`config.mk`:
```
export PLATFORM = sky130hd
export DESIGN_NAME = utf8_to_json_string_escaper_core
export DESIGN_NICKNAME = d
export VERILOG_FILES = /design/src/rtl/utf8je_pkg.sv /design/src/rtl/utf8je_front.sv /design/src/rtl/utf8je_queue.sv /design/src/rtl/utf8je_back.sv /design/src/rtl/utf8_to_json_string_escaper_core.sv
export SDC_FILE = /design/constraint.sdc
export NUM_CORES = 1
export LEC_CHECK = 0
export ABC_AREA = 1
export ABC_CLOCK_PERIOD_IN_PS = 3850
export BUFFER_PORTS_ARGS = -buffer_cell sky130_fd_sc_hd__buf_2
export CAP_MARGIN = 10
export CORE_UTILIZATION = 32
export DETAILED_ROUTE_END_ITERATION = 8
export PLACE_DENSITY_LB_ADDON = 0.12
export SKIP_CTS_REPAIR_TIMING = 1
export SYNTH_ARGS = -nofsm -noshare
export SYNTH_HDL_FRONTEND = slang
export SYNTH_HIERARCHICAL = 1
export SYNTH_SLANG_ARGS = --single-unit
```
`constraint.sdc`:
```
create_clock -name clock -period 3.85 [get_ports clock]
set_clock_uncertainty 0.1 [all_clocks]
set_input_delay 0.385 -clock clock [delete_from_list [all_inputs] [get_ports clock]]
set_output_delay 0.385 -clock clock [all_outputs]
set_load 0.03 [all_outputs]
```
`src/rtl/utf8je_pkg.sv`:
```
// ----------------------------------------------------------------------------
// utf8je_pkg
// Shared types, character codes and helpers of the UTF-8 to JSON escaper.
// ----------------------------------------------------------------------------
package utf8je_pkg;

   // body kinds of one command
   localparam logic [2:0] KIND_NONE  = 3'd0;
   localparam logic [2:0] KIND_CHAR  = 3'd1;
   localparam logic [2:0] KIND_HEX   = 3'd2;
   localparam logic [2:0] KIND_PAIR  = 3'd3;
   localparam logic [2:0] KIND_CLOSE = 3'd4;

   localparam logic [7:0] CHAR_QUOTE  = 8'h22;
   localparam logic [7:0] CHAR_BSLASH = 8'h5c;
   localparam logic [7:0] CHAR_QMARK  = 8'h3f;
   localparam logic [7:0] CHAR_U      = 8'h75;

   localparam logic [15:0] HIGH_SURR = 16'hd800;
   localparam logic [15:0] LOW_SURR  = 16'hdc00;
   localparam logic [20:0] PLANE1    = 21'h10000;

   // everything one input byte expands to
   typedef struct packed {
      logic        open_q;   // leading quote of a new string
      logic [2:0]  q_count;  // replacement characters
      logic [2:0]  kind;     // body that follows
      logic [15:0] hi;       // char in [7:0], or first escape word
      logic [15:0] lo;       // second escape word
   } cmd_type;

   function automatic logic [7:0] hex_char(input logic [3:0] nib);
      hex_char = (nib < 4'd10) ? (8'h30 + {4'b0, nib}) : (8'h57 + {4'b0, nib});
   endfunction

endpackage

```
`src/rtl/utf8je_front.sv`:
```
// ----------------------------------------------------------------------------
// utf8je_front
// Decodes the byte stream and turns each byte into at most one output command.
// ----------------------------------------------------------------------------
module utf8je_front (
   input  logic               clock,
   input  logic               reset,
   input  logic               accept,
   input  logic [7:0]         in_byte,
   output utf8je_pkg::cmd_type cmd,
   output logic               cmd_push
);

   logic        open_ff, open_in;
   logic [1:0]  needed_ff, needed_in;
   logic [1:0]  held_ff, held_in;
   logic [20:0] partial_ff, partial_in;

   logic        emit;
   logic [20:0] code;
   logic [20:0] shifted;
   logic [20:0] diff;
   logic [2:0]  flush_q;

   always_comb begin
      open_in    = open_ff;
      needed_in  = needed_ff;
      held_in    = held_ff;
      partial_in = partial_ff;
      emit       = 1'b0;
      code       = '0;
      shifted    = {partial_ff[14:0], in_byte[5:0]};
      cmd        = '0;
      cmd.open_q = !open_ff;
      flush_q    = (needed_ff != 2'd0) ? ({1'b0, held_ff} + 3'd1) : 3'd0;

      if (in_byte == 8'h00) begin
         cmd.q_count = flush_q;
         cmd.kind    = utf8je_pkg::KIND_CLOSE;
         open_in     = 1'b0;
         needed_in   = 2'd0;
         held_in     = 2'd0;
         partial_in  = '0;
      end else begin
         open_in = 1'b1;
         if (needed_ff != 2'd0 && in_byte[7:6] == 2'b10) begin
            if (needed_ff == 2'd1) begin
               emit       = 1'b1;
               code       = shifted;
               needed_in  = 2'd0;
               held_in    = 2'd0;
               partial_in = '0;
            end else begin
               needed_in  = needed_ff - 2'd1;
               held_in    = held_ff + 2'd1;
               partial_in = shifted;
            end
         end else begin
            // no sequence pending, or pending sequence broken: byte is then taken afresh
            cmd.q_count = flush_q;
            needed_in   = 2'd0;
            held_in     = 2'd0;
            partial_in  = '0;
            priority if (!in_byte[7]) begin
               emit = 1'b1;
               code = {13'b0, in_byte};
            end else if (in_byte >= 8'hc2 && in_byte <= 8'hdf) begin
               partial_in = {16'b0, in_byte[4:0]};
               needed_in  = 2'd1;
            end else if (in_byte >= 8'he0 && in_byte <= 8'hef) begin
               partial_in = {17'b0, in_byte[3:0]};
               needed_in  = 2'd2;
            end else if (in_byte >= 8'hf0 && in_byte <= 8'hf4) begin
               partial_in = {18'b0, in_byte[2:0]};
               needed_in  = 2'd3;
            end else begin
               cmd.q_count = flush_q + 3'd1;
            end
         end
      end

      diff = code - utf8je_pkg::PLANE1;
      if (emit) begin
         priority if (code >= 21'h20 && code <= 21'h7e && code != 21'h22 && code != 21'h5c)
         begin
            cmd.kind = utf8je_pkg::KIND_CHAR;
            cmd.hi   = {8'b0, code[7:0]};
         end else if (code <= 21'hffff) begin
            cmd.kind = utf8je_pkg::KIND_HEX;
            cmd.hi   = code[15:0];
         end else begin
            cmd.kind = utf8je_pkg::KIND_PAIR;
            cmd.hi   = utf8je_pkg::HIGH_SURR + {5'b0, diff[20:10]};
            cmd.lo   = utf8je_pkg::LOW_SURR + {6'b0, diff[9:0]};
         end
      end

      cmd_push = accept &&
                 (cmd.open_q || cmd.q_count != 3'd0 || cmd.kind != utf8je_pkg::KIND_NONE);
   end

   always_ff @(posedge clock) begin
      if (reset) begin
         open_ff    <= 1'b0;
         needed_ff  <= 2'd0;
         held_ff    <= 2'd0;
         partial_ff <= '0;
      end else if (accept) begin
         open_ff    <= open_in;
         needed_ff  <= needed_in;
         held_ff    <= held_in;
         partial_ff <= partial_in;
      end
   end

endmodule

```
`src/rtl/utf8je_queue.sv`:
```
// ----------------------------------------------------------------------------
// utf8je_queue
// Small command queue between the decoder and the character sequencer.
// ----------------------------------------------------------------------------
module utf8je_queue #(
   parameter int DEPTH = 4
) (
   input  logic                clock,
   input  logic                reset,
   input  logic                push,
   input  utf8je_pkg::cmd_type push_cmd,
   input  logic                pop,
   output utf8je_pkg::cmd_type head,
   output logic                empty,
   output logic                full
);

   localparam int PTR_W = (DEPTH > 1) ? $clog2(DEPTH) : 1;
   localparam int CNT_W = $clog2(DEPTH + 1);
   localparam logic [PTR_W-1:0] LAST_PTR = PTR_W'(DEPTH - 1);
   localparam logic [CNT_W-1:0] FULL_CNT = CNT_W'(DEPTH);

   utf8je_pkg::cmd_type slot_ff [DEPTH];
   logic [PTR_W-1:0] wr_ptr_ff, wr_ptr_in;
   logic [PTR_W-1:0] rd_ptr_ff, rd_ptr_in;
   logic [CNT_W-1:0] count_ff, count_in;

   assign empty = (count_ff == '0);
   assign full  = (count_ff == FULL_CNT);
   assign head  = slot_ff[rd_ptr_ff];

   always_comb begin
      wr_ptr_in = push ? ((wr_ptr_ff == LAST_PTR) ? '0 : wr_ptr_ff + 1'b1) : wr_ptr_ff;
      rd_ptr_in = pop ? ((rd_ptr_ff == LAST_PTR) ? '0 : rd_ptr_ff + 1'b1) : rd_ptr_ff;
      count_in  = count_ff;
      if (push && !pop) begin
         count_in = count_ff + 1'b1;
      end else if (pop && !push) begin
         count_in = count_ff - 1'b1;
      end
   end

   always_ff @(posedge clock) begin
      if (reset) begin
         wr_ptr_ff <= '0;
         rd_ptr_ff <= '0;
         count_ff  <= '0;
      end else begin
         wr_ptr_ff <= wr_ptr_in;
         rd_ptr_ff <= rd_ptr_in;
         count_ff  <= count_in;
      end
   end

   always_ff @(posedge clock) begin
      if (push) begin
         slot_ff[wr_ptr_ff] <= push_cmd;
      end
   end

   a_count_bound: assert property (@(posedge clock) disable iff (reset)
      count_ff <= FULL_CNT) else $error("queue count beyond depth");
   a_no_overflow: assert property (@(posedge clock) disable iff (reset)
      !(push && full)) else $error("push into full queue");
   a_no_underflow: assert property (@(posedge clock) disable iff (reset)
      !(pop && empty)) else $error("pop from empty queue");

endmodule

```
`src/rtl/utf8je_back.sv`:
```
// ----------------------------------------------------------------------------
// utf8je_back
// Expands the head command into characters, one per cycle while the receiver
// is ready, into an output register.
// ----------------------------------------------------------------------------
module utf8je_back (
   input  logic                clock,
   input  logic                reset,
   input  utf8je_pkg::cmd_type head,
   input  logic                empty,
   output logic                pop,
   output logic                rsp_valid,
   input  logic                rsp_ready,
   output logic [7:0]          rsp_out_char,
   output logic                rsp_run_last
);

   logic       out_valid_ff, out_valid_in;
   logic [7:0] char_ff, char_in;
   logic       last_ff, last_in;
   logic [3:0] idx_ff, idx_in;

   logic        load;
   logic [3:0]  qmark_end;
   logic [3:0]  body_len;
   logic [3:0]  total;
   logic [3:0]  j;
   logic [3:0]  k;
   logic [15:0] word;

   always_comb begin
      qmark_end = {3'b0, head.open_q} + {1'b0, head.q_count};
      unique case (head.kind)
         utf8je_pkg::KIND_CHAR:  body_len = 4'd1;
         utf8je_pkg::KIND_CLOSE: body_len = 4'd1;
         utf8je_pkg::KIND_HEX:   body_len = 4'd6;
         utf8je_pkg::KIND_PAIR:  body_len = 4'd12;
         default:                body_len = 4'd0;
      endcase
      total = qmark_end + body_len;
      j     = idx_ff - qmark_end;
      k     = (j >= 4'd6) ? (j - 4'd6) : j;
      word  = (j >= 4'd6) ? head.lo : head.hi;

      // position within the run picks quote, replacement or body character
      priority if (idx_ff == 4'd0 && head.open_q) begin
         char_in = utf8je_pkg::CHAR_QUOTE;
      end else if (idx_ff < qmark_end) begin
         char_in = utf8je_pkg::CHAR_QMARK;
      end else if (head.kind == utf8je_pkg::KIND_CHAR) begin
         char_in = head.hi[7:0];
      end else if (head.kind == utf8je_pkg::KIND_CLOSE) begin
         char_in = utf8je_pkg::CHAR_QUOTE;
      end else begin
         unique case (k)
            4'd0:    char_in = utf8je_pkg::CHAR_BSLASH;
            4'd1:    char_in = utf8je_pkg::CHAR_U;
            4'd2:    char_in = utf8je_pkg::hex_char(word[15:12]);
            4'd3:    char_in = utf8je_pkg::hex_char(word[11:8]);
            4'd4:    char_in = utf8je_pkg::hex_char(word[7:4]);
            default: char_in = utf8je_pkg::hex_char(word[3:0]);
         endcase
      end

      load         = !empty && (!out_valid_ff || rsp_ready);
      last_in      = (idx_ff == total - 4'd1);
      pop          = load && last_in;
      idx_in       = load ? (last_in ? 4'd0 : idx_ff + 4'd1) : idx_ff;
      out_valid_in = load ? 1'b1 : (out_valid_ff && !rsp_ready);
   end

   always_ff @(posedge clock) begin
      if (reset) begin
         out_valid_ff <= 1'b0;
         idx_ff       <= 4'd0;
      end else begin
         out_valid_ff <= out_valid_in;
         idx_ff       <= idx_in;
      end
   end

   always_ff @(posedge clock) begin
      if (load) begin
         char_ff <= char_in;
         last_ff <= last_in;
      end
   end

   assign rsp_valid    = out_valid_ff;
   assign rsp_out_char = char_ff;
   assign rsp_run_last = last_ff;

   a_idx_in_run: assert property (@(posedge clock) disable iff (reset)
      !empty |-> idx_ff < total) else $error("run index past end of command");
   a_pop_marks_last: assert property (@(posedge clock) disable iff (reset)
      pop |=> rsp_valid && rsp_run_last) else $error("command retired without last mark");

endmodule

```
`src/rtl/utf8_to_json_string_escaper_core.sv`:
```
// ----------------------------------------------------------------------------
// utf8_to_json_string_escaper_core
// UTF-8 byte stream in, JSON quoted string characters out.
// ----------------------------------------------------------------------------
// Input channel req_*: one text byte per transfer, zero ends the string.
// Output channel rsp_*: one output character per transfer; rsp_run_last marks
// the last character caused by an input byte. Bytes that only start or
// continue a UTF-8 sequence in an open string cause no output transfer.
// A taken byte's command is written into the command queue, and its
// characters then reach rsp through the output register. The decoder takes
// one byte per cycle while the command queue (QUEUE_DEPTH entries) has room;
// the output side delivers one character per cycle while rsp_ready is high,
// so a byte that expands to a run of characters (12 for a surrogate-pair
// escape) holds the sequencer on its command for the whole run, and the
// queue absorbs those runs before req_ready drops.
// When the receiver stalls, the held character waits in the output register,
// the queue fills and then req_ready goes low.
// Reset empties the queue and the output register and returns the decoder to
// no string open and no sequence pending.
// ----------------------------------------------------------------------------
module utf8_to_json_string_escaper_core #(
   parameter int QUEUE_DEPTH = 4
) (
   input  logic       clock,
   input  logic       reset,
   input  logic       req_valid,
   output logic       req_ready,
   input  logic [7:0] req_in_byte,
   output logic       rsp_valid,
   input  logic       rsp_ready,
   output logic [7:0] rsp_out_char,
   output logic       rsp_run_last
);

   utf8je_pkg::cmd_type front_cmd;
   utf8je_pkg::cmd_type head_cmd;
   logic front_push;
   logic queue_empty;
   logic queue_full;
   logic back_pop;
   logic req_xfer;

   assign req_ready = !queue_full;
   assign req_xfer  = req_valid && req_ready;

   utf8je_front u_front (
      .clock    (clock),
      .reset    (reset),
      .accept   (req_xfer),
      .in_byte  (req_in_byte),
      .cmd      (front_cmd),
      .cmd_push (front_push)
   );

   utf8je_queue #(
      .DEPTH (QUEUE_DEPTH)
   ) u_queue (
      .clock    (clock),
      .reset    (reset),
      .push     (front_push),
      .push_cmd (front_cmd),
      .pop      (back_pop),
      .head     (head_cmd),
      .empty    (queue_empty),
      .full     (queue_full)
   );

   utf8je_back u_back (
      .clock        (clock),
      .reset        (reset),
      .head         (head_cmd),
      .empty        (queue_empty),
      .pop          (back_pop),
      .rsp_valid    (rsp_valid),
      .rsp_ready    (rsp_ready),
      .rsp_out_char (rsp_out_char),
      .rsp_run_last (rsp_run_last)
   );

endmodule
```
==> results by group, run 1 <==
Final layout
  – Final core utilization: 38.54%
  – Most common cell after layout, fill and taps aside: nand2_1
  – Final instance area: 12,190 um^2
  – Area added between synthesis and finish: 18.19%
  – Inserted Diodes: 0
  – Layout cells sized above 1: 21.85%
  – Fin nets: 1,226
  – Most frequent cells in the layout: nand2_1, edfxtp_1, nor2_1
  – Layout fillers: 3,183

Clocking
  – Clk_lat worst skew: 450 ps
  – Clock slew at reported path FFs: 80 ps
  – CTS Buffer Depth: 2
  – Clock root buffer: clkbuf_16
  – CTS H-tree lvls: 4
  – Total CTS buffers: 17
  – Clock sink count: 199
  – CTS tree: built

Global route
  – Initial antenna violation count: 0
  – GR Overflow Total: 0
  – Pin count of the biggest net entering global routing: 65
  – First-pass GRT wire length: 41.79 mm
  – Number of global-route vias before repair: 7,368
  – GRT Total Usage: 16.40%

Critical path
  – Most common cell on crit path: ha_4
  – CP max stage delay: 410 ps
  – CP max stage cell: fa_2
  – CP startpoint kind: flop
  – Kind of cell adding the most delay to the critical path: adder cells
  – Critical path type: flop to flop
  – Crit end category: flop
  – CP required: 4100 ps
  – Crit-path cells: buf_6, o21ai_2, o22ai_2, ha_2, ha_4, inv_4, ha_4, inv_2, ha_4, fa_2, xnor2_2, xor2_1, xor2_1, nand4_1, nor2_2, inv_2, ha_4, inv_4, fa_2, o21ai_1, nor2_1
  – Crit path buffers/inverters: 5
  – CP arrival: 4120 ps
  – Crit-path max FO: 8

Placed design
  – Count of buffers from port buffering: 22
  – Dpl ws: -194.5 ps
  – Area after DPL: 11,140 um^2
  – Dpl hpwl: 17.96 mm
  – RePlAce Congestion: 0.7954

Routing
  – WL/cell: 16.60 um
  – Drt total wl: 26.58 mm
  – DRC: 0
  – Post-route ant nets: 0
  – Vias: 7,757
  – Detailed Routing Iterations Pass 1: 5
  – Initial DRC Count: 482
  – Via density: 4.845

Logic synthesis
  – Syn Nets: 1,150
  – Number of flops mapped to enable cells by yosys: 165
  – Synth Instances: 1,110
  – Synth area leader: edfxtp_1
  – Seq/Total Area, Yosys: 54.63%
  – Prevailing post-synth register cell: edfxtp_1
  – Synth Register Bits: 199
  – Synth async-reset ratio: 0%
  – Top area cells in the synthesized netlist: edfxtp_1, nand2_1, dfxtp_1
  – Mean Syn Cell Area: 9.294 um^2
  – Share of the synthesized area in the top cell type: 48.03%
  – Synth Warn #: 6
  – Netlist cell types: 47
  – Cell Area, Synth: 10,320 um^2

Die
  – Core area: 31,640 um^2
  – Row cnt: 65
  – # IOs: 23
  – Die area: 32,960 um^2
  – Die Height: 181.6 um
  – Die X: 181.6 um
  – Starting density of the core: 32.61%

Job
  – # Max-Cap Violations: 0

Timing
  – PnR worst setup slack: -26.60 ps
  – Hold Fails Final Rpt: 0
  – Tightest Pin Transition: 788.7 ps
  – RSZ-0062 raised after global routing: yes
  – Final Max Slew Viols: 0
  – Maximum clock rate: 258.0 MHz
  – Final Setup Violations: 1
  – Fin Hold WS: 90.56 ps
  – Crit path time final: 3877 ps
  – Max_slew headroom: 47.02%
  – Period utilization: 100.7%

Outcome
  – Status: finished with violations
  – Failing checks: setup timing

Min path
  – Min-delay worst type: primary input to flop
==> final timing paths <==
path	startpoint	slack, ps	depth (start not counted)	endpoint
max reg2reg	flop	-30	21	u_queue/count_ff[1]$_SDFFE_PP0P_
max	flop	-30	21	u_queue/count_ff[1]$_SDFFE_PP0P_
min reg2reg	u_front/partial_ff[13]$_SDFFE_PP0P_	370	2	u_front/partial_ff[13]$_SDFFE_PP0P_
min	rsp_ready	90	4	u_back/rsp_valid$_SDFF_PP0_
==> layout make-up <==
| class | instances | area, um^2 | area share [%] |
|---|---|---|---|
| Sequential cell | 199 | 5640 | 46.26 |
| Multi-Input combinational cell | 744 | 4151 | 34.05 |
| Timing Repair Buffer | 105 | 853.3 | 6.998 |
| Tap cell | 402 | 503.0 | 4.125 |
| Inverter | 119 | 459.2 | 3.766 |
| Clock buffer | 17 | 425.4 | 3.489 |
| Clock inverter | 15 | 160.2 | 1.314 |
==> tightest hold or removal path: cells and delay by family <==
family	cells	cell delay (ps)
buf+inv	2	110
compound gates	1	50
simple gates	1	50
==> through the flow <==
step,TNS (ps),cells
floorplan,-162.3,1110
global placement,-116.1,1543
detailed placement,-359.9,1543
CTS,-429.0,1575
global route,-455.6,1601
finish,-26.60,1601
==> cell usage after synthesis (3+ instances only) <==
library cell and n:
o21ai_0 87, a21oi_1 43, o211ai_1 5, nand2_1 200, inv_1 107, fa_1 3, o21ai_1 8, nand2_4 7
nand3_2 6, edfxtp_1 165, xnor2_1 6, buf_6 9, nand3_4 3, nor2_2 6, ha_1 25, nand3_1 84
nand3b_1 4, inv_2 11, dfxtp_1 34, buf_2 15, clkbuf_2 3, o22ai_1 39, nand4_1 8, nand2_2 26
clkbuf_1 8, nor3_1 10, xor2_1 6, buf_4 11, nor2_1 147
==> kinds of logic (layout without fill, tap and decap cells) <==
| kind of cell | count (synthesis) | after routing | synth area share [%] |
|---|---|---|---|
| AOI/OAI and AO/OA | 193 | 193 | 10.32 |
| and+or+nand+nor | 509 | 510 | 22.62 |
| adders and majority gates | 28 | 28 | 3.614 |
| xor gates and xnor gates | 12 | 12 | 1.019 |
| buffers and inverters | 168 | 256 | 7.762 |
| DFF | 199 | 199 | 54.63 |
| other | 1 | 1 | 0.03635 |
==> metal layers <==
| layer | part of all wire [%] | global-route usage [%] | routed length [um] | up-vias |
|---|---|---|---|---|
| met5 | 0 | 0 | 0 | - |
| met4 | 1.3 | 4.271 | 342 | 0 |
| met3 | 2.7 | 2.748 | 713 | 25 |
| met2 | 46 | 26.15 | 12290 | 120 |
| met1 | 50 | 23.00 | 13230 | 3709 |
| li1 | - | - | - | 3903 |
==> sequential cells by signal, summed over array words and instances, names as in the netlist, 2 cells and up, named ones only <==
register and flops:
u_queue/slot_ff 156, u_front/partial_ff 15, u_back/rsp_out_char 8, u_back/idx_ff 4
u_queue/count_ff 3, u_front/held_ff 2, u_front/needed_ff 2, u_queue/rd_ptr_ff 2
u_queue/wr_ptr_ff 2
Power of run 1 is not shown: default switching activity piles up to over one toggle a cycle in this logic, so the estimate is an artifact.
==> run 2, diff against run 1 <==
--- a/config.mk
+++ b/config.mk
@@ -11,7 +11,7 @@
 export CAP_MARGIN = 10
 export CORE_UTILIZATION = 32
 export DETAILED_ROUTE_END_ITERATION = 8
-export PLACE_DENSITY_LB_ADDON = 0.12
+export PLACE_DENSITY = 0.57
 export SKIP_CTS_REPAIR_TIMING = 1
 export SYNTH_ARGS = -nofsm -noshare
 export SYNTH_HDL_FRONTEND = slang
==> run 2 against run 1 <==
Net effect:
- the flow still finishes with violations (setup timing)
- core utilization fell by 0.65 points
- final cell count fell by 1.2%
- critical path depth rose by 3
- die area did not move
- worst hold slack improved by 15 ps
- clock-buffer cell count did not move
- register-to-register slack barely moved
- critical path type unchanged
- highest routed layer unchanged
==> results by group, run 2 (synthesis gave the netlist of run 1 again) <==
Outcome
  – Status: finished with violations
  – Failing checks: setup timing

Final layout
  – Most flops, register: u_queue/slot_ff
  – Most frequent cells in the layout: nand2_1, edfxtp_1, nor2_1
  – Final instance area: 11,990 um^2 (-1.7%)
  – Footprint of the multi-input gates: 4079 um^2 (-1.7%)
  – Area added between synthesis and finish: 16.19%
  – Most common cell after layout, fill and taps aside: nand2_1
  – Inserted Diodes: 0 (unchanged)
  – Largest register FFs: 156 (unchanged)
  – Layout fillers: 3,064 (-3.7%)
  – Register Area: 5639 um^2 (about the same)
  – Layout cells sized above 1: 19.00% (-2.9 points)
  – Fin nets: 1,206 (-1.6%)

Die
  – Row cnt: 65 (unchanged)
  – # IOs: 23 (unchanged)
  – Core area: 31,640 um^2 (unchanged)
  – Starting density of the core: 32.61% (unchanged)
  – Die Height: 181.6 um (unchanged)
  – Die X: 181.6 um (unchanged)
  – Die area: 32,960 um^2 (unchanged)

Timing
  – Final Setup Violations: 2 (+1)
  – Tightest Pin Transition: 677.7 ps (-111.0 ps)
  – PnR worst setup slack: -24.20 ps (+2.395 ps)
  – Maximum clock rate: 258.1 MHz (about the same)
  – Max_slew headroom: 54.82% (+7.8 points)
  – Crit path time final: 3874 ps (-2.395 ps)
  – Hold Fails Final Rpt: 0 (unchanged)
  – Final Max Slew Viols: 0 (unchanged)
  – RSZ-0062 raised after global routing: yes
  – Period utilization: 100.6% (about the same)

Routing
  – WL/cell: 15.30 um (-7.8%)
  – Post-route ant nets: 0 (unchanged)
  – Drt total wl: 24.20 mm (-9.0%)
  – Initial DRC Count: 544 (+13%)
  – DRC: 0 (unchanged)
  – Vias: 7,665 (-1.2%)
  – Via density: 4.848 (about the same)
  – Detailed Routing Iterations Pass 1: 5 (unchanged)

Placed design
  – Dpl ws: -263.8 ps (-69.32 ps)
  – RePlAce Congestion: 0.8724 (+9.7%)
  – Count of buffers from port buffering: 22 (unchanged)
  – Dpl hpwl: 16.02 mm (-11%)
  – Area after DPL: 11,040 um^2 (-0.83%)

Critical path
  – Crit-path max FO: 7 (-1)
  – CP startpoint kind: flop
  – CP arrival: 4150 ps (+30 ps)
  – Most common cell on crit path: ha_4
  – Reg2reg setup slack: -20 ps (about the same)
  – CP max stage delay: 440 ps (+30 ps)
  – CP max stage cell: dfxtp_4
  – Crit-path cells: inv_8, o21ai_2, o22ai_2, ha_4, ha_4, inv_4, ha_4, inv_2, ha_4, fa_2, xnor2_2, xor2_1, xor2_1, nand4_1, nor2_2, inv_2, ha_4, inv_4, fa_1, nand2_1, nand3_1, nand2_1, inv_1, nor2_1
  – Crit end category: flop
  – Critical path type: flop to flop
  – CP required: 4120 ps (+20 ps)

Clocking
  – CTS Buffer Depth: 2 (unchanged)
  – Clock sink count: 199 (unchanged)
  – CTS H-tree lvls: 4 (unchanged)
  – CTS tree: built
  – Clock slew at reported path FFs: 80 ps (about the same)
  – Total CTS buffers: 17 (unchanged)
  – Clock root buffer: clkbuf_16
  – Clk_lat worst skew: 430 ps (-20 ps)

Global route
  – Number of global-route vias before repair: 7,290 (-1.1%)
  – Pin count of the biggest net entering global routing: 65 (unchanged)
  – Initial antenna violation count: 1 (+1)
  – GR Overflow Total: 0 (unchanged)
  – First-pass GRT wire length: 38.43 mm (-8.0%)
  – GRT Total Usage: 14.79% (-1.6 points)

Min path
  – Min-delay worst type: primary input to flop

Job
  – # Max-Cap Violations: 0 (unchanged)
## run 2: cell types whose count changed in the layout (fill, tap and decap cells not counted), sizes merged
cell,previous run,this run
buf,103,84
clkbuf,19,18
clkinv,8,4
clkinvlp,1,2
inv,124,128
nand2,234,233
## run 2: path summary, 6_finish.rpt
kind / startpoint / end / cells past startpoint
setup / recovery: flop / u_queue/count_ff[2]$_SDFFE_PP0P_ / 24
hold / removal: rsp_ready / u_back/rsp_valid$_SDFF_PP0_ / 4
setup reg to reg: flop / u_queue/count_ff[2]$_SDFFE_PP0P_ / 24
hold reg to reg: u_front/needed_ff[1]$_SDFFE_PP0P_ / u_front/needed_ff[1]$_SDFFE_PP0P_ / 2
## run 2: cell type report
type / count / share of cell area, %
repair buffers: 85 / 5.814
clock inverters: 15 / 1.482
inverters: 119 / 3.831
well taps: 402 / 4.196
repair inverters: 1 / 0.05219
clock buffers: 17 / 3.549
flip-flops and latches: 199 / 47.05
multi-input cells: 743 / 34.03
## run 2: layer usage
metal / vias up / share of wire [%] / GRT usage (%)
li1: 3869 / - / -
met1: 3612 / 48 / 19.68
met2: 156 / 47 / 24.48
met3: 28 / 3.5 / 2.647
met4: 0 / 1.8 / 4.407
met5: - / 0 / 0
## run 2: worst max-delay path: cells and delay by family, from the launching register on
family                     cells  cell delay, ps
AOI/OAI and AO/OA              2             250
xor gates and xnor gates       3             460
adders and majority gates      7            1770
buffers and inverters          6             290
DFF                            1             440
and+or+nand+nor                6             510
## run 2: through the flow
stage                     cells  TNS [ps]  hold slack, ps  util (%)
after global routing       1581    -643.9           98.80     37.89
after CTS                  1561    -527.1           82.47     36.82
final                      1581    -31.90           105.9     37.89
after detailed placement   1529    -443.1           360.8     34.91
after floorplan            1110    -162.3           345.3         -
after global placement     1529    -98.61           355.4     34.91
Power of run 2 is left out for the same reason.
==> run 3, diff against run 2 <==
--- a/config.mk
+++ b/config.mk
@@ -12,7 +12,6 @@
 export CORE_UTILIZATION = 32
 export DETAILED_ROUTE_END_ITERATION = 8
 export PLACE_DENSITY = 0.57
-export SKIP_CTS_REPAIR_TIMING = 1
 export SYNTH_ARGS = -nofsm -noshare
 export SYNTH_HDL_FRONTEND = slang
 export SYNTH_HIERARCHICAL = 1
==> run 3 against run 2 <==
Net effect:
- the run still ends with setup timing left
- final cell count is 0.25% higher
- maximum frequency is 1.8% lower
- critical path depth is 3 lower
==> results by group, run 3 (synthesis gave the netlist of run 1 again) <==
Outcome
  – Status: finished with violations
  – Failing checks: setup timing

Global route
  – Number of global-route vias before repair: 7,330 (+0.55%)
  – GRT Total Usage: 14.85% (+0.061 points)
  – First-pass GRT wire length: 38.60 mm (+0.45%)
  – GR Overflow Total: 0 (unchanged)
  – Pin count of the biggest net entering global routing: 65 (unchanged)
  – Initial antenna violation count: 1 (unchanged)

Critical path
  – Critical path type: flop to flop
  – Crit end category: flop
  – Crit-path max FO: 7 (unchanged)
  – Reg2reg end: u_queue/count_ff[1]$_SDFFE_PP0P_
  – CP arrival: 4180 ps (+30 ps)
  – Reg2reg setup slack: -100 ps (-70 ps)
  – Worst reg2reg path depth: 21 (-13%)
  – CP endpoint: u_queue/count_ff[1]$_SDFFE_PP0P_
  – CP startpoint kind: flop
  – CP required: 4090 ps (-30 ps)

Timing
  – Fin Hold WS: 104.8 ps (-1.140 ps)
  – PnR worst setup slack: -95.81 ps (-71.61 ps)
  – Final Setup Violations: 2 (unchanged)
  – Maximum clock rate: 253.4 MHz (-1.8%)
  – Tightest Pin Transition: 742.8 ps (+65.11 ps)
  – Period utilization: 102.5% (+1.9 points)
  – Crit path time final: 3946 ps (+71.61 ps)
  – Final Max Slew Viols: 0 (unchanged)
  – Max_slew headroom: 50.10% (-4.7 points)
  – RSZ-0062 raised after global routing: yes
  – Hold Fails Final Rpt: 0 (unchanged)

Placed design
  – Dpl hpwl: 16.02 mm (unchanged)
  – RePlAce Congestion: 0.8724 (unchanged)
  – Cells after DPL: 1,529 (unchanged)
  – Count of buffers from port buffering: 22 (unchanged)
  – Area after DPL: 11,040 um^2 (unchanged)

Die
  – Die area: 32,960 um^2 (unchanged)
  – # IOs: 23 (unchanged)
  – Die Height: 181.6 um (unchanged)
  – Starting density of the core: 32.61% (unchanged)
  – Row cnt: 65 (unchanged)
  – Core area: 31,640 um^2 (unchanged)
  – Die X: 181.6 um (unchanged)

Final layout
  – Layout fillers: 3,061 (-0.098%)
  – Area added between synthesis and finish: 16.92%
  – Register Area: 5640 um^2 (about the same)
  – Most frequent cells in the layout: nand2_1, edfxtp_1, nor2_1
  – Inserted Diodes: 0 (unchanged)
  – Most common cell after layout, fill and taps aside: nand2_1
  – Largest register FFs: 156 (unchanged)
  – Fin nets: 1,210 (+0.33%)
  – Footprint of the multi-input gates: 4095 um^2 (+0.40%)
  – Final core utilization: 38.13% (+0.24 points)
  – Final non-filler cell total: 1,585 (+0.25%)
  – Final instance area: 12,060 um^2 (+0.63%)
  – Most flops, register: u_queue/slot_ff
  – Layout cells sized above 1: 20.46% (+1.5 points)

Routing
  – Vias: 7,692 (+0.35%)
  – Detailed Routing Iterations Pass 1: 5 (unchanged)
  – Post-route ant nets: 0 (unchanged)
  – Via density: 4.853 (about the same)
  – DRC: 0 (unchanged)
  – WL/cell: 15.42 um (+0.73%)
  – Drt total wl: 24.43 mm (+0.99%)
  – Initial DRC Count: 521 (-4.2%)

Clocking
  – Clock slew at reported path FFs: 80 ps (about the same)
  – Clock root buffer: clkbuf_16
  – CTS tree: built
  – Clock sink count: 199 (unchanged)
  – Total CTS buffers: 17 (unchanged)
  – CTS H-tree lvls: 4 (unchanged)
  – Clk_lat worst skew: 440 ps (about the same)
  – CTS Buffer Depth: 2 (unchanged)
  – CTS hold repair buffers: 0

Job
  – # Max-Cap Violations: 0 (unchanged)

Min path
  – Min-delay worst type: primary input to flop
## run 3: stage by stage
stage          setup TNS (ps)  setup WS, ps
2_1_floorplan          -162.3        -99.16
3_3_place_gp           -98.61        -49.96
3_5_place_dp           -443.1        -263.8
4_1_cts                -73.04        -73.04
5_1_grt                -670.6        -288.5
6_report               -120.2        -95.81
## run 3: timing repair
item | CTS | global route
buffers inserted | 7 | 17
gates resized for setup | 10 | 53
setup endpoints to repair | 6 | 13
pin swaps | 12 | 28
gates cloned | 0 | 3
## run 3: layout make-up
| type | instances | share of cell area, % |
|---|---|---|
| clock buffers | 17 | 3.527 |
| clock inverters | 15 | 1.473 |
| inverters | 119 | 3.807 |
| multi-input cells | 743 | 33.95 |
| flip-flops and latches | 199 | 46.76 |
| well taps | 402 | 4.170 |
| repair buffers | 89 | 6.255 |
| repair inverters | 1 | 0.05187 |
## run 3: worst max-delay path, cell delays in order, from the launching register on
cell	delay (ps)
dfxtp_4	400
buf_6	140
o21ai_4	120
o22ai_2	100
ha_2	190
ha_4	270
inv_4	40
ha_4	250
inv_2	40
ha_4	140
fa_2	350
xnor2_2	150
xor2_1	190
xor2_1	170
nand4_1	140
nor2_2	170
inv_2	70
ha_4	160
inv_2	60
fa_2	430
o21ai_2	120
nor2_1	50
## run 3: worst min path at each step
stage,start,end,slack (ps),depth (start not counted)
3_3_place_gp,u_front/needed_ff[1]$_SDFFE_PP0P_,u_front/needed_ff[1]$_SDFFE_PP0P_,360,2
6_report,rsp_ready,u_back/rsp_valid$_SDFF_PP0_,100,4
3_5_place_dp,u_front/needed_ff[1]$_SDFFE_PP0P_,u_front/needed_ff[1]$_SDFFE_PP0P_,360,2
4_1_cts,rsp_ready,u_back/rsp_valid$_SDFF_PP0_,80,4
2_1_floorplan,u_front/needed_ff[1]$_SDFFE_PP0P_,u_front/needed_ff[1]$_SDFFE_PP0P_,350,2
5_1_grt,rsp_ready,u_back/rsp_valid$_SDFF_PP0_,100,4
## run 3: layer usage
metal	vias up	global-route usage, %	share of wire, %
met2	142	24.68	48
met3	22	2.647	3.7
li1	3877	-	-
met5	-	0	0
met4	0	4.339	1.5
met1	3651	19.72	47
Power of run 3 is left out for the same reason.
